--- config.mk ---
export PLATFORM = sky130hd
export DESIGN_NAME = intrusion_alarm_controller
export DESIGN_NICKNAME = d
export VERILOG_FILES = /design/src/hw/rtl/iac_pkg.sv /design/src/hw/rtl/iac_front.sv /design/src/hw/rtl/iac_queue.sv /design/src/hw/rtl/iac_back.sv /design/src/hw/rtl/intrusion_alarm_controller.sv
export SDC_FILE = /design/constraint.sdc
export NUM_CORES = 1
export LEC_CHECK = 0
export BUFFER_PORTS_ARGS = -buffer_cell sky130_fd_sc_hd__buf_2
export CAP_MARGIN = 20
export CELL_PAD_IN_SITES_DETAIL_PLACEMENT = 0
export CELL_PAD_IN_SITES_GLOBAL_PLACEMENT = 1
export CORE_MARGIN = 5
export CORE_UTILIZATION = 49
export CTS_BUF_LIST = sky130_fd_sc_hd__clkbuf_16
export DETAILED_ROUTE_END_ITERATION = 6
export GPL_ROUTABILITY_DRIVEN = 0
export PLACE_DENSITY = 0.79
export SYNTH_ARGS = -nofsm -noshare
export SYNTH_HDL_FRONTEND = slang
export SYNTH_HIERARCHICAL = 1
export SYNTH_SLANG_ARGS = --single-unit
export TNS_END_PERCENT = 1
--- constraint.sdc ---
create_clock -name i_clk -period 3.4 [get_ports i_clk]
set_clock_uncertainty 0.1 [all_clocks]
set_input_delay 0.34 -clock i_clk [delete_from_list [all_inputs] [get_ports i_clk]]
set_output_delay 0.34 -clock i_clk [all_outputs]
set_load 0.02 [all_outputs]
--- src/hw/rtl/iac_pkg.sv ---
`timescale 1ns / 1ps
// Package for the intrusion alarm controller: action and message codes,
// arm modes and the queue entry that the front end hands to the back end.
// No dependencies.
package iac_pkg;

    localparam int unsigned ActionWidth  = 4;
    localparam int unsigned MsgWidth     = 4;
    localparam int unsigned StatusWidth  = 2;
    localparam int unsigned PeriodWidth  = 16;
    localparam int unsigned HoldoffWidth = 17;
    localparam int unsigned CfgIndexWidth = 1;

    localparam logic [PeriodWidth-1:0] ResetTicks = 16'd1000;

    // Input actions.
    localparam logic [ActionWidth-1:0] ACT_TICK    = 4'd0;
    localparam logic [ActionWidth-1:0] ACT_DOOR    = 4'd1;
    localparam logic [ActionWidth-1:0] ACT_MOTION  = 4'd2;
    localparam logic [ActionWidth-1:0] ACT_TAMPER  = 4'd3;
    localparam logic [ActionWidth-1:0] ACT_BUTTON  = 4'd4;
    localparam logic [ActionWidth-1:0] ACT_ARM     = 4'd5;
    localparam logic [ActionWidth-1:0] ACT_DEFUSE  = 4'd6;
    localparam logic [ActionWidth-1:0] ACT_SOFTARM = 4'd7;
    localparam logic [ActionWidth-1:0] ACT_QUERY   = 4'd8;

    // Result message codes.
    localparam logic [MsgWidth-1:0] MSG_NONE    = 4'd0;
    localparam logic [MsgWidth-1:0] MSG_ALARM   = 4'd1;
    localparam logic [MsgWidth-1:0] MSG_ARM     = 4'd2;
    localparam logic [MsgWidth-1:0] MSG_SOFT    = 4'd3;
    localparam logic [MsgWidth-1:0] MSG_UNALARM = 4'd4;
    localparam logic [MsgWidth-1:0] MSG_UNARM   = 4'd5;
    localparam logic [MsgWidth-1:0] MSG_DOOR    = 4'd6;
    localparam logic [MsgWidth-1:0] MSG_MOTION  = 4'd7;
    localparam logic [MsgWidth-1:0] MSG_TAMPER  = 4'd8;
    localparam logic [MsgWidth-1:0] MSG_BUTTON  = 4'd9;
    localparam logic [MsgWidth-1:0] MSG_STATUS  = 4'd10;

    // Configuration register indexes.
    localparam logic [CfgIndexWidth-1:0] CFG_FLASH_PERIOD = 1'd0;
    localparam logic [CfgIndexWidth-1:0] CFG_TAMPER_HOLD  = 1'd1;

    typedef enum logic [1:0] {
        MODE_OFF  = 2'd0,
        MODE_FULL = 2'd1,
        MODE_SOFT = 2'd2
    } t_mode;

    // One processed event: one or two messages and the LED level after it.
    typedef struct packed {
        logic [MsgWidth-1:0]    code0;
        logic [StatusWidth-1:0] status0;
        logic                   two;
        logic [MsgWidth-1:0]    code1;
        logic                   led;
    } t_entry;

endpackage

--- src/hw/rtl/iac_front.sv ---
`timescale 1ns / 1ps
// Front end: holds configuration and alarm state, classifies each event and
// builds one queue entry per accepted transaction. Uses iac_pkg.
module iac_front (
    input  logic                                 i_clk,
    input  logic                                 i_rst_n,
    input  logic                                 i_cfg_we,
    input  logic [iac_pkg::CfgIndexWidth-1:0]    i_cfg_index,
    input  logic [iac_pkg::PeriodWidth-1:0]      i_cfg_data,
    input  logic                                 i_accept,
    input  logic [iac_pkg::ActionWidth-1:0]      i_action,
    input  logic                                 i_pin_level,
    input  logic                                 i_query_kind,
    output iac_pkg::t_entry                      o_entry
);

    logic [iac_pkg::PeriodWidth-1:0]  r_flash_period;
    logic [iac_pkg::PeriodWidth-1:0]  r_holdoff_ticks;
    iac_pkg::t_mode                   r_mode, n_mode;
    logic                             r_alarm, n_alarm;
    logic                             r_led, n_led;
    logic [iac_pkg::PeriodWidth-1:0]  r_countdown, n_countdown;
    logic [iac_pkg::HoldoffWidth-1:0] r_holdoff, n_holdoff;
    iac_pkg::t_entry                  entry;

    always_ff @(posedge i_clk) begin
        if (!i_rst_n) begin
            r_flash_period  <= iac_pkg::ResetTicks;
            r_holdoff_ticks <= iac_pkg::ResetTicks;
        end else if (i_cfg_we) begin
            case (i_cfg_index)
                iac_pkg::CFG_FLASH_PERIOD: r_flash_period  <= i_cfg_data;
                iac_pkg::CFG_TAMPER_HOLD:  r_holdoff_ticks <= i_cfg_data;
                default: ;
            endcase
        end
    end

    always_comb begin
        n_mode      = r_mode;
        n_alarm     = r_alarm;
        n_led       = r_led;
        n_countdown = r_countdown;
        n_holdoff   = r_holdoff;
        entry.code0   = iac_pkg::MSG_NONE;
        entry.status0 = '0;
        entry.two     = 1'b0;
        entry.code1   = iac_pkg::MSG_NONE;

        case (i_action)
            iac_pkg::ACT_TICK: begin
                if (r_alarm) begin
                    if (r_countdown <= iac_pkg::PeriodWidth'(1)) begin
                        n_led       = ~r_led;
                        n_countdown = r_flash_period;
                        entry.code0 = iac_pkg::MSG_ALARM;
                    end else begin
                        n_countdown = r_countdown - 1'b1;
                    end
                end
                if (r_holdoff != '0) begin
                    n_holdoff = r_holdoff - 1'b1;
                end
            end
            iac_pkg::ACT_DOOR: begin
                if (i_pin_level && r_mode != iac_pkg::MODE_OFF && !r_alarm) begin
                    n_alarm     = 1'b1;
                    n_countdown = r_flash_period;
                end
                entry.code0 = iac_pkg::MSG_DOOR;
            end
            iac_pkg::ACT_MOTION: begin
                if (i_pin_level && r_mode == iac_pkg::MODE_FULL && !r_alarm) begin
                    n_alarm     = 1'b1;
                    n_countdown = r_flash_period;
                end
                entry.code0 = iac_pkg::MSG_MOTION;
            end
            iac_pkg::ACT_TAMPER: begin
                if (r_holdoff == '0) begin
                    entry.code0 = iac_pkg::MSG_TAMPER;
                    if (r_mode == iac_pkg::MODE_OFF) begin
                        n_mode      = iac_pkg::MODE_SOFT;
                        entry.two   = 1'b1;
                        entry.code1 = iac_pkg::MSG_SOFT;
                    end
                    n_holdoff = {1'b0, r_holdoff_ticks} + 1'b1;
                end
            end
            iac_pkg::ACT_BUTTON: begin
                entry.code0 = iac_pkg::MSG_BUTTON;
                if (i_pin_level) begin
                    n_mode      = iac_pkg::MODE_FULL;
                    entry.two   = 1'b1;
                    entry.code1 = iac_pkg::MSG_ARM;
                end
            end
            iac_pkg::ACT_ARM: begin
                n_mode      = iac_pkg::MODE_FULL;
                entry.code0 = iac_pkg::MSG_ARM;
            end
            iac_pkg::ACT_DEFUSE: begin
                n_mode = iac_pkg::MODE_OFF;
                if (r_alarm) begin
                    n_alarm     = 1'b0;
                    n_led       = 1'b0;
                    entry.code0 = iac_pkg::MSG_UNALARM;
                    entry.two   = 1'b1;
                    entry.code1 = iac_pkg::MSG_UNARM;
                end else begin
                    entry.code0 = iac_pkg::MSG_UNARM;
                end
            end
            iac_pkg::ACT_SOFTARM: begin
                n_mode      = iac_pkg::MODE_SOFT;
                entry.code0 = iac_pkg::MSG_SOFT;
            end
            iac_pkg::ACT_QUERY: begin
                entry.code0   = iac_pkg::MSG_STATUS;
                entry.status0 = i_query_kind ? r_mode : {1'b0, r_alarm};
            end
            default: ;
        endcase

        entry.led = n_led;
    end

    always_ff @(posedge i_clk) begin
        if (!i_rst_n) begin
            r_mode      <= iac_pkg::MODE_OFF;
            r_alarm     <= 1'b0;
            r_led       <= 1'b0;
            r_countdown <= '0;
            r_holdoff   <= '0;
        end else if (i_accept) begin
            r_mode      <= n_mode;
            r_alarm     <= n_alarm;
            r_led       <= n_led;
            r_countdown <= n_countdown;
            r_holdoff   <= n_holdoff;
        end
    end

    assign o_entry = entry;

endmodule

--- src/hw/rtl/iac_queue.sv ---
`timescale 1ns / 1ps
// Short first-in first-out queue of processed events between the front end
// and the back end, with the head entry visible. Uses iac_pkg.
module iac_queue #(
    parameter int unsigned DEPTH = 4
) (
    input  logic            i_clk,
    input  logic            i_rst_n,
    input  logic            i_push,
    input  iac_pkg::t_entry i_entry,
    output logic            o_full,
    input  logic            i_pop,
    output logic            o_valid,
    output iac_pkg::t_entry o_head
);

    localparam int unsigned AW = (DEPTH > 1) ? $clog2(DEPTH) : 1;
    localparam int unsigned CW = $clog2(DEPTH + 1);
    localparam logic [AW-1:0] LastIdx = AW'(DEPTH - 1);

    iac_pkg::t_entry r_mem [DEPTH];
    logic [AW-1:0]   r_wr_ptr, r_rd_ptr;
    logic [CW-1:0]   r_count;
    logic            do_push, do_pop;

    assign do_push = i_push && !o_full;
    assign do_pop  = i_pop && o_valid;

    always_ff @(posedge i_clk) begin
        if (do_push) begin
            r_mem[r_wr_ptr] <= i_entry;
        end
    end

    always_ff @(posedge i_clk) begin
        if (!i_rst_n) begin
            r_wr_ptr <= '0;
            r_rd_ptr <= '0;
            r_count  <= '0;
        end else begin
            if (do_push) begin
                r_wr_ptr <= (r_wr_ptr == LastIdx) ? '0 : r_wr_ptr + 1'b1;
            end
            if (do_pop) begin
                r_rd_ptr <= (r_rd_ptr == LastIdx) ? '0 : r_rd_ptr + 1'b1;
            end
            case ({do_push, do_pop})
                2'b10:   r_count <= r_count + 1'b1;
                2'b01:   r_count <= r_count - 1'b1;
                default: r_count <= r_count;
            endcase
        end
    end

    assign o_full  = (r_count == CW'(DEPTH));
    assign o_valid = (r_count != '0);
    assign o_head  = r_mem[r_rd_ptr];

endmodule

--- src/hw/rtl/iac_back.sv ---
`timescale 1ns / 1ps
// Back end: takes queue entries and sends their messages one per cycle, while
// the receiver pops, through an output register. Uses iac_pkg.
module iac_back (
    input  logic                              i_clk,
    input  logic                              i_rst_n,
    input  logic                              i_q_valid,
    input  iac_pkg::t_entry                   i_q_head,
    output logic                              o_q_pop,
    input  logic                              i_pop,
    output logic                              o_empty,
    output logic [iac_pkg::MsgWidth-1:0]      o_message_code,
    output logic [iac_pkg::StatusWidth-1:0]   o_status_value,
    output logic                              o_led_on,
    output logic                              o_last_of_run
);

    logic                             r_valid;
    logic [iac_pkg::MsgWidth-1:0]     r_code;
    logic [iac_pkg::StatusWidth-1:0]  r_status;
    logic                             r_led;
    logic                             r_last;
    // Second message of a two-message entry, waiting for the output register.
    logic                             r_pend;
    logic [iac_pkg::MsgWidth-1:0]     r_pend_code;
    logic                             r_pend_led;
    logic                             load;

    assign load    = !r_valid || i_pop;
    assign o_q_pop = load && !r_pend && i_q_valid;

    always_ff @(posedge i_clk) begin
        if (!i_rst_n) begin
            r_valid <= 1'b0;
            r_pend  <= 1'b0;
        end else if (load) begin
            if (r_pend) begin
                r_valid <= 1'b1;
                r_pend  <= 1'b0;
            end else begin
                r_valid <= i_q_valid;
                r_pend  <= i_q_valid && i_q_head.two;
            end
        end
    end

    always_ff @(posedge i_clk) begin
        if (load) begin
            if (r_pend) begin
                r_code   <= r_pend_code;
                r_status <= '0;
                r_led    <= r_pend_led;
                r_last   <= 1'b1;
            end else begin
                r_code      <= i_q_head.code0;
                r_status    <= i_q_head.status0;
                r_led       <= i_q_head.led;
                r_last      <= !i_q_head.two;
                r_pend_code <= i_q_head.code1;
                r_pend_led  <= i_q_head.led;
            end
        end
    end

    assign o_empty        = !r_valid;
    assign o_message_code = r_code;
    assign o_status_value = r_status;
    assign o_led_on       = r_led;
    assign o_last_of_run  = r_last;

endmodule

--- src/hw/rtl/intrusion_alarm_controller.sv ---
`timescale 1ns / 1ps
// Intrusion alarm controller top level: front end, event queue, back end.
// Depends on iac_pkg, iac_front, iac_queue and iac_back.
//
// Usage:
//   Input channel: drive action, pin_level and query_kind with push high; a
//   transaction completes at a clock edge where push is high and full is low.
//   Result channel: while empty is low the oldest message is on the result
//   ports; it is taken at a clock edge where pop is high. Every event yields
//   one or two messages; last_of_run marks the final one of an event.
//   Configuration: write flash period (index 0) or tamper hold-off (index 1)
//   with i_cfg_we; only while the block is idle.
//   Path: the first message of an event passes through the event queue and
//   then the output register; a receiver stall can hold it in either. Throughput:
//   one event per cycle for single-message events while the receiver pops; a
//   two-message event is sent one message per cycle through the output register.
//   Stalls: events keep being accepted while the receiver stalls until the
//   event queue (QUEUE_DEPTH entries) and output register fill, then full
//   rises. Reset disarms, clears alarm, LED and counters, and sets both
//   registers to 1000 ticks.
module intrusion_alarm_controller #(
    parameter int unsigned QUEUE_DEPTH = 4
) (
    input  logic                                 i_clk,
    input  logic                                 i_rst_n,
    input  logic                                 i_cfg_we,
    input  logic [iac_pkg::CfgIndexWidth-1:0]    i_cfg_index,
    input  logic [iac_pkg::PeriodWidth-1:0]      i_cfg_data,
    input  logic                                 push,
    output logic                                 full,
    input  logic [iac_pkg::ActionWidth-1:0]      i_action,
    input  logic                                 i_pin_level,
    input  logic                                 i_query_kind,
    output logic                                 empty,
    input  logic                                 pop,
    output logic [iac_pkg::MsgWidth-1:0]         o_message_code,
    output logic [iac_pkg::StatusWidth-1:0]      o_status_value,
    output logic                                 o_led_on,
    output logic                                 o_buzzer_on,
    output logic                                 o_last_of_run
);

    iac_pkg::t_entry entry;
    iac_pkg::t_entry head;
    logic            accept;
    logic            q_valid;
    logic            q_pop;
    logic            led;

    assign accept = push && !full;

    iac_front u_front (
        .i_clk        (i_clk),
        .i_rst_n      (i_rst_n),
        .i_cfg_we     (i_cfg_we),
        .i_cfg_index  (i_cfg_index),
        .i_cfg_data   (i_cfg_data),
        .i_accept     (accept),
        .i_action     (i_action),
        .i_pin_level  (i_pin_level),
        .i_query_kind (i_query_kind),
        .o_entry      (entry)
    );

    iac_queue #(
        .DEPTH (QUEUE_DEPTH)
    ) u_queue (
        .i_clk   (i_clk),
        .i_rst_n (i_rst_n),
        .i_push  (push),
        .i_entry (entry),
        .o_full  (full),
        .i_pop   (q_pop),
        .o_valid (q_valid),
        .o_head  (head)
    );

    iac_back u_back (
        .i_clk          (i_clk),
        .i_rst_n        (i_rst_n),
        .i_q_valid      (q_valid),
        .i_q_head       (head),
        .o_q_pop        (q_pop),
        .i_pop          (pop),
        .o_empty        (empty),
        .o_message_code (o_message_code),
        .o_status_value (o_status_value),
        .o_led_on       (led),
        .o_last_of_run  (o_last_of_run)
    );

    // The buzzer follows the LED.
    assign o_led_on    = led;
    assign o_buzzer_on = led;

endmodule

# Word-level counts from Yosys, hierarchy flattened
# Memories as Yosys holds them, arrays and structs flattened. A register that Yosys moved wholly into a read port is not among the register bits.
# Index checks and enable logic that the tools add are counted.
# Widths: inputs -> output; s select.
# word_totals
regBits,90
mem_bits_rw,48
in_bits,28
out_inout_bits,11
wordCells,125
n_memories,1
# memory_table
memory,depth,width,read_ports,rd_ports_with_merged_regs,write_ports,line,source
u_queue.r_mem,4,12,1,1,1,iac_queue.sv:21,iac_pkg::t_entry r_mem [DEPTH];
# classes
add_sub_neg,7
order_cmp,1
n_eq_ne,21
n_mux,42
bitwise_logic,3
reduce_logical,33
# ops
operator,n
$mux 16,4
$pmux 16 s3,1
$pmux 4 s9,1
$mux 17,2
$pmux 17 s2,1
$mux 5,4
$mux 2,9
$add 16x1->17 const B,1
$logic_not 17->1,1
$reduce_bool 17->1,1
$sub 17x1->17 const B,1
$eq 4x3->1 const B,4
$le 16x1->1 const B,1
$sub 16x1->16 const B,1
$pmux 5 s3,1
$mux 1,12
$mux 4,3
$ne 2x1->1 const B,6
$pmux 2 s5,1
$reduce_and 5->1,2
$logic_and 1x1->1,9
$reduce_bool 3->1,3
$eq 4x2->1 const B,2
$reduce_and 4->1,2
20 further kinds,34

# Depth between registers and ports, before layout
# Gate-level depths: netlist of the first run.
# logic_depth
depth_word,7
ltp_mapped,10
mapped_depth_nobuf,10

# By module
# Netlist of the first run, hierarchy kept.
# modules_own_cells
module,n_inst,cells_each,area_per_inst_um2,seq_area_each_um2
iac_front,1,561,4344.2,1381.3
iac_queue,1,118,2244.7,1621.6
iac_back,1,31,564.3,400.4
intrusion_alarm_controller,1,2,21.3,0.0

# Worst setup path before layout of the first run
# Ideal clock, no wire load.
# synth_path
kind,register -> register
start,register u_front/r_holdoff[0] in the netlist's numbering
end,register u_front/r_holdoff[15] in the netlist's numbering
setup_ns,0.135
t_arrival_ns,2.625
t_required_ns,3.165
setup_slack_ns,0.539
path_stages_with_launch,11
path_buffers,3
period_less_slack_ns,2.861
path_cell_list,dfxtp_1 > inv_1 > ha_1 > or3b_1 > buf_6 > or4_4 > buf_6 > or3_1 > clkbuf_8 > a221oi_1 > o32ai_2
# synth_between
elab_chain_len,3
word_cells_on_any_way,8
classes_between,1 x add/sub; 2 x eq/ne; 2 x mux; 3 x reduce/logical
# synth_lines
item,line,source
"start, declared",iac_front.sv:23,"logic [iac_pkg::HoldoffWidth-1:0] r_holdoff, n_holdoff;"
"start signal, assigned",iac_front.sv:140,r_holdoff <= n_holdoff;
$sub 17x1->17 (tied with other cells),iac_front.sv:62,n_holdoff = r_holdoff - 1'b1;
$mux 17 or $ne 2x1->1 (tied branches),--,
$pmux 17 s2 or $reduce_and 4->1 (tied branches),--,
# Parallel ways exist; a longest one is shown, timed or not. The select of a mux whose other input is x is not followed.
# A chain may end at the register's enable or synchronous reset.

# Worst setup path after layout of the first run
# Ends and elaborated chain as after synthesis.

==> flow_metrics.py, run 1 <==
metrics = {
    "critical_path": {
        "r2r_slack_ns": 0.31,
        "crit_type": "reg -> reg",
        "crit_start": "u_front/r_holdoff[0]",
        "rr_endpoint": "u_front/r_holdoff[15]",
        "cp-end-kind": "flop",
        "critPathLaunchType": "flop",
        "crit_fanout": 10,
        "reg2regPathDepth": 7,
        "crit_slowest_cell": "or4_4",
        "crit_arrival_ns": 3.27,
        "r2r_start": "u_front/r_holdoff[0]",
        "slowest_delay_ns": 0.63,
        "critPathRequiredTime_ns": 3.58,
        "cp_cell_sequence": "inv_1, ha_1, or3b_1, or4_4, or3_1, a221oi_1, o32ai_2",
        "endpoint": "u_front/r_holdoff[15]",
    },
    "synth": {
        "yosysSeqAreaShare_pct": 47.4,
        "synth_flop_cell": "dfxtp_1",
        "synth_enable_flop_cells": 60,
        "synth.distinct_cells": 81,
        "syn_nets": 751,
        "synth.avg_cell_area_um2": 10.1,
        "async_flop_share_pct": 0,
        "synth_top_cell_by_area": "edfxtp_1",
        "ys_warn_count": 6,
        "syn_inst": 712,
        "synth.area.top_cells": "edfxtp_1 (25%), dfxtp_1 (22%), nand2_1 (6.1%)",
        "synth_top_area_share_pct": 25.1,
        "synth_area_um2": 7170,
        "ys_seq_elements": 140,
    },
    "drt": {
        "via_per_inst": 5.85,
        "met3WireLength_um": 674,
        "wl_per_cell_um": 17.6,
        "wl_met2_mm": 7.98,
        "vias": 5440,
        "first_pass_iters": 5,
        "postRouteAntennaNets": 0,
        "drtIter0Drc": 404,
        "drc_errors": 0,
        "wirelength_mm": 16.3,
        "wl_met1_mm": 7.41,
        "top_layer": "met4",
    },
    "placement": {
        "dp_hpwl_mm": 11.3,
        "placed_area_um2": 7360,
        "pre_cts_ws_ns": 0.346,
        "numPortBuffers": 38,
    },
    "floorplanning": {
        "die-area_um2": 17200,
        "initial_core_util_pct": 49.7,
        "die_y_um": 131,
        "ios": 39,
        "row_count": 44,
        "die-width_um": 131,
        "core_um2": 14400,
    },
    "global_routing": {
        "grt_antenna_before_repair": 0,
        "grt_max_degree": 42,
        "track_usage_pct": 19.8,
        "globalRouteOverflowTotal": 0,
        "grt_pass1_vias": 5348,
        "grt_pass1_wl_mm": 26.7,
    },
    "timing": {
        "drv_slew": 0,
        "worst_slack_ns": 0.310,
        "rsz0062_at_grt": "false",
        "worst_pin_slew_ns": 0.934,
        "setup_viol": 0,
        "finalHoldViolations": 0,
        "relSlewSlack_pct": 37.6,
        "holdWs_ns": 0.0625,
        "period_share_pct": 90.9,
        "fin_crit_ns": 3.09,
        "max_freq_mhz": 324,
        "fin_setup_tns_ns": 0,
    },
    "cts": {
        "cts_resized": 0,
        "hold_buffers": 0,
        "cts.clk_slew.worst_paths_ns": 0.06,
        "clkLatencyLatePin_ns": 0.42,
        "h-tree-depth": 4,
        "clock_sinks": 140,
        "cts_tree": "yes",
        "cts-root-buf": "clkbuf_16",
        "clockBufferDepth": 2,
        "cts_buffers": 17,
        "cts_setup_buffers": 0,
    },
    "layout": {
        "fin_util_pct": 54.7,
        "nNetsFinal": 772,
        "area_delta_synth_final_pct": 9.99,
        "layout_commonest_cell": "nand2_1",
        "fill_cells": 1293,
        "final_cell_mix": "nand2_1 (116), dfxtp_1 (80), edfxtp_1 (60), a21oi_1 (45), buf_2 (38)",
        "drive_gt1_share_pct": 17.8,
        "num_antenna_cells": 0,
        "final_area_um2": 7890,
    },
    "power_and_ir_drop": {
        "power_leakage_nw": 2.91,
        "p_per_area_nw_per_um2": 632,
        "vdd.ir_drop.worst_uv": 357,
    },
    "min_path": {
        "hold_class": "in -> reg",
    },
    "outcome": {
        "status": "completed",
    },
    "flow_run": {
        "maxCapViolations": 0,
    },
}
## synthesized netlist by cell type (all sizes together) (6+ instances only)
| master | instances |
|---|---|
| and2 | 8 |
| nor4 | 17 |
| xor2 | 11 |
| mux2i | 18 |
| mux4 | 12 |
| nand4 | 10 |
| edfxtp | 60 |
| nand2 | 116 |
| or3 | 9 |
| nor3b | 7 |
| nand3 | 31 |
| buf | 16 |
| inv | 21 |
| nor2b | 10 |
| a21oi | 45 |
| a211oi | 12 |
| o21ai | 20 |
| dfxtp | 80 |
| o22ai | 11 |
| nor2 | 28 |
| or4 | 7 |
| ha | 10 |
| clkbuf | 31 |
| nor3 | 27 |
| o32ai | 15 |
| mux2 | 6 |
## worst max-delay path, delay by kind of cell, from the launching register on
family | cells | cell delay [ns]
adder cells (fa/ha/maj) | 1 | 0.20
AND/OR/NAND/NOR | 3 | 1.69
flip-flops | 1 | 0.32
buffers and inverters | 1 | 0.12
AO/OA/AOI/OAI | 2 | 0.52
## registers in the layout, summed over array words and instances (netlist names), 2 cells and up, named ones only
register / count
u_back/o_message_code: 4
u_back/o_status_value: 2
u_back/r_pend_code: 4
u_front/r_countdown: 16
u_front/r_flash_period: 16
u_front/r_holdoff: 17
u_front/r_holdoff_ticks: 16
u_front/r_mode: 2
u_queue/r_count: 3
u_queue/r_mem: 48
u_queue/r_rd_ptr: 2
u_queue/r_wr_ptr: 2
## stage by stage
step | cells | total power [mW]
floorplan | 712 | 3.10
global placement | 898 | 3.32
detailed placement | 898 | 3.35
CTS | 930 | 5.03
global route | 930 | 5.24
finish | 930 | 4.99
## report_power, final
part | internal, mW | total, mW | switching, mW
clock network | 0.988 | 1.67 | 0.685
registers | 2.00 | 2.15 | 0.152
logic | 0.519 | 1.16 | 0.645
## kinds of logic (layout without fill, tap and decap cells)
kind of cell               after synthesis  after routing  synth area share [%]
DFF                                    140            140                  47.4
adders and majority gates               11             11                  2.02
muxes                                   36             36                  7.48
other                                    1              1                0.0523
xor gates and xnor gates                16             16                  1.95
and+or+nand+nor                        295            295                  21.4
AOI/OAI and AO/OA                      144            144                  13.7
buffers and inverters                   69            103                  5.95
## metal layers
layer  global-route usage (%)  up-vias
li1                         -     2679
met1                     25.2     2601
met2                     33.2      140
met3                     4.02       20
met4                     7.92        0
met5                        0        -
## area by class of cell
| class | instances | area [um^2] | area share [%] |
|---|---|---|---|
| Sequential cell | 140 | 3400 | 43.1 |
| Multi-Input combinational cell | 503 | 3360 | 42.6 |
| Clock buffer | 17 | 425 | 5.39 |
| Timing Repair Buffer | 50 | 280 | 3.55 |
| Tap cell | 184 | 230 | 2.92 |
| Clock inverter | 15 | 110 | 1.40 |
| Inverter | 21 | 78.8 | 0.999 |
## worst min-delay path by stage
stage          depth (start not counted)                         end                  startpoint
2_1_floorplan                          2  u_front/r_flash_period[10]  u_front/r_flash_period[10]
3_3_place_gp                           2  u_front/r_flash_period[15]  u_front/r_flash_period[15]
3_5_place_dp                           2  u_front/r_flash_period[10]  u_front/r_flash_period[10]
4_1_cts                                3   u_front/r_flash_period[3]               i_cfg_data[3]
5_1_grt                                3  u_front/r_flash_period[14]              i_cfg_data[14]
6_report                               3   u_front/r_flash_period[3]               i_cfg_data[3]
No activity file was read; power rests on OpenSTA's default activity.
==> run 2, diff against run 1 <==
- CELL_PAD_IN_SITES_DETAIL_PLACEMENT: 0 -> unset
- CELL_PAD_IN_SITES_GLOBAL_PLACEMENT: 1 -> unset
- CORE_UTILIZATION: 49 -> 60
- PLACE_DENSITY: 0.79 -> 0.76
==> run 2 against run 1 <==
  * Global-route usage grew 3.4 points
  * Critical path depth did not move
  * Hold slack worse by 0.0062 ns
  * Largest cell class unchanged
  * Largest power group unchanged
  * Highest routed layer unchanged
==> flow_metrics.py, run 2 (synthesis results as in run 1) <==
metrics = {
    "outcome": {
        "status": "completed",
    },
    "cts": {
        "hold_buffers": 0,
        "cts_tree": "yes",
        "clockBufferDepth": 2,
        "cts_buffers": 17,
        "cts.clk_slew.worst_paths_ns": 0.06,
        "cts-root-buf": "clkbuf_16",
        "cts_resized": 0,
        "clock_sinks": 140,
        "clkLatencyLatePin_ns": 0.42,
        "cts_setup_buffers": 0,
        "h-tree-depth": 4,
    },
    "drt": {
        "top_layer": "met4",
        "drc_errors": 0,
        "wirelength_mm": 16.0,
        "vias": 5601,
        "first_pass_iters": 5,
        "wl_met1_mm": 6.81,
        "via_per_inst": 6.29,
        "met3WireLength_um": 875,
        "drtIter0Drc": 534,
        "wl_per_cell_um": 18.0,
        "wl_met2_mm": 8.08,
        "postRouteAntennaNets": 0,
    },
    "timing": {
        "drv_slew": 0,
        "fin_crit_ns": 3.10,
        "worst_pin_slew_ns": 0.944,
        "setup_viol": 0,
        "max_freq_mhz": 323,
        "period_share_pct": 91.1,
        "relSlewSlack_pct": 36.9,
        "rsz0062_at_grt": "false",
        "finalHoldViolations": 0,
        "fin_setup_tns_ns": 0,
    },
    "critical_path": {
        "rr_endpoint": "u_front/r_holdoff[15]",
        "r2r_start": "u_front/r_holdoff[0]",
        "crit_arrival_ns": 3.27,
        "crit_type": "reg -> reg",
        "reg2regPathDepth": 7,
        "r2r_slack_ns": 0.30,
        "critPathLaunchType": "flop",
        "critPathRequiredTime_ns": 3.58,
        "cp-end-kind": "flop",
        "crit_fanout": 10,
    },
    "layout": {
        "regMostFlops": "u_queue/r_mem",
        "reg_top3": "u_queue/r_mem: 48 flops, u_front/r_holdoff: 17 flops",
        "layout_commonest_cell": "nand2_1",
        "num_antenna_cells": 0,
        "nNetsFinal": 770,
        "final_area_um2": 7890,
        "final_cell_mix": "nand2_1 (116), dfxtp_1 (80), edfxtp_1 (60), a21oi_1 (45), buf_2 (38)",
        "stdcell_count": 891,
        "fill_cells": 905,
        "area_delta_synth_final_pct": 10.0,
        "largest_reg_flops": 48,
        "drive_gt1_share_pct": 17.5,
    },
    "power_and_ir_drop": {
        "p_per_area_nw_per_um2": 656,
        "vdd.ir_drop.worst_uv": 334,
        "power_leakage_nw": 2.91,
    },
    "floorplanning": {
        "initial_core_util_pct": 60.5,
        "core_um2": 11900,
        "ios": 39,
        "die-width_um": 119,
        "die-area_um2": 14200,
        "row_count": 40,
        "die_y_um": 119,
    },
    "min_path": {
        "hold_start": "i_cfg_data[8]",
        "hold_path_end": "u_front/r_holdoff_ticks[8]",
        "whs_path_depth": 3,
        "hold_class": "in -> reg",
    },
    "placement": {
        "place_inst": 859,
        "dp_hpwl_mm": 10.7,
        "numPortBuffers": 38,
        "placed_area_um2": 7290,
    },
    "global_routing": {
        "track_usage_pct": 23.2,
        "grt_pass1_vias": 5413,
        "grt_max_degree": 45,
        "globalRouteOverflowTotal": 0,
        "grt_antenna_before_repair": 0,
        "grt_pass1_wl_mm": 26.5,
    },
    "flow_run": {
        "maxCapViolations": 0,
    },
}
-- run 2: changes by cell type in the layout (fill, tap and decap cells not counted) --
| cell | delta |
|---|---|
| clkinv_2 | -7 |
| inv_6 | +3 |
| clkinv_1 | +1 |
| clkinvlp_2 | +1 |
| inv_2 | -1 |
| clkinv_4 | -1 |
| clkinvlp_4 | +2 |
| bufinv_16 | +2 |
| buf_4 | -2 |
-- run 2: worst max-delay path by stage --
stage | startpoint | endpoint | slack (ns) | depth (start not counted)
after detailed placement | u_front/r_holdoff[0] | u_front/r_holdoff[15] | 0.36 | 7
after floorplan | u_front/r_holdoff[0] | u_front/r_holdoff[15] | 0.54 | 10
final | u_front/r_holdoff[0] | u_front/r_holdoff[15] | 0.30 | 7
after global routing | u_front/r_holdoff[0] | u_front/r_holdoff[15] | 0.23 | 7
after global placement | u_front/r_holdoff[0] | u_front/r_holdoff[15] | 0.42 | 7
after CTS | u_front/r_holdoff[0] | u_front/r_holdoff[15] | 0.35 | 7
-- run 2: layer usage --
layer | up-vias | global-route usage (%)
li1 | 2679 | -
met1 | 2693 | 28.8
met2 | 206 | 39.6
met3 | 23 | 5.56
met4 | 0 | 8.16
met5 | - | 0
-- run 2: metrics by stage --
| stage | utilization [%] | total power, mW | hold WS (ns) | setup slack (ns) |
|---|---|---|---|---|
| after floorplan | - | 3.10 | 0.336 | 0.539 |
| after global placement | 61.5 | 3.28 | 0.349 | 0.425 |
| after detailed placement | 61.5 | 3.33 | 0.354 | 0.355 |
| after CTS | 66.5 | 5.21 | 0.0363 | 0.349 |
| after global routing | 66.5 | 5.43 | 0.0516 | 0.230 |
| final | 66.5 | 5.18 | 0.0564 | 0.303 |
-- run 2: cell type report --
class	count	area [um^2]	share of cell area, %
sequential	140	3400	43.1
multi-input combinational	503	3360	42.6
clock buffer	17	425	5.39
timing repair buffer	48	265	3.36
tap	147	184	2.33
clock inverter	15	173	2.19
inverter	21	78.8	0.999
-- run 2: worst max-delay path, stage by stage, from the launching register on --
cell and delay [ns]:
dfxtp_1 0.32, inv_1 0.13, ha_1 0.19, or3b_1 0.50, or4_4 0.63, or3_1 0.56
a221oi_1 0.38, o32ai_2 0.14
-- run 2: report_power, final --
part / switching (mW) / leakage [nW] / internal [mW]
Combinational: 0.647 / 1.39 / 0.509
Clock: 0.723 / 0.286 / 1.15
Sequential: 0.154 / 1.24 / 2.00
Total: 1.52 / 2.91 / 3.66
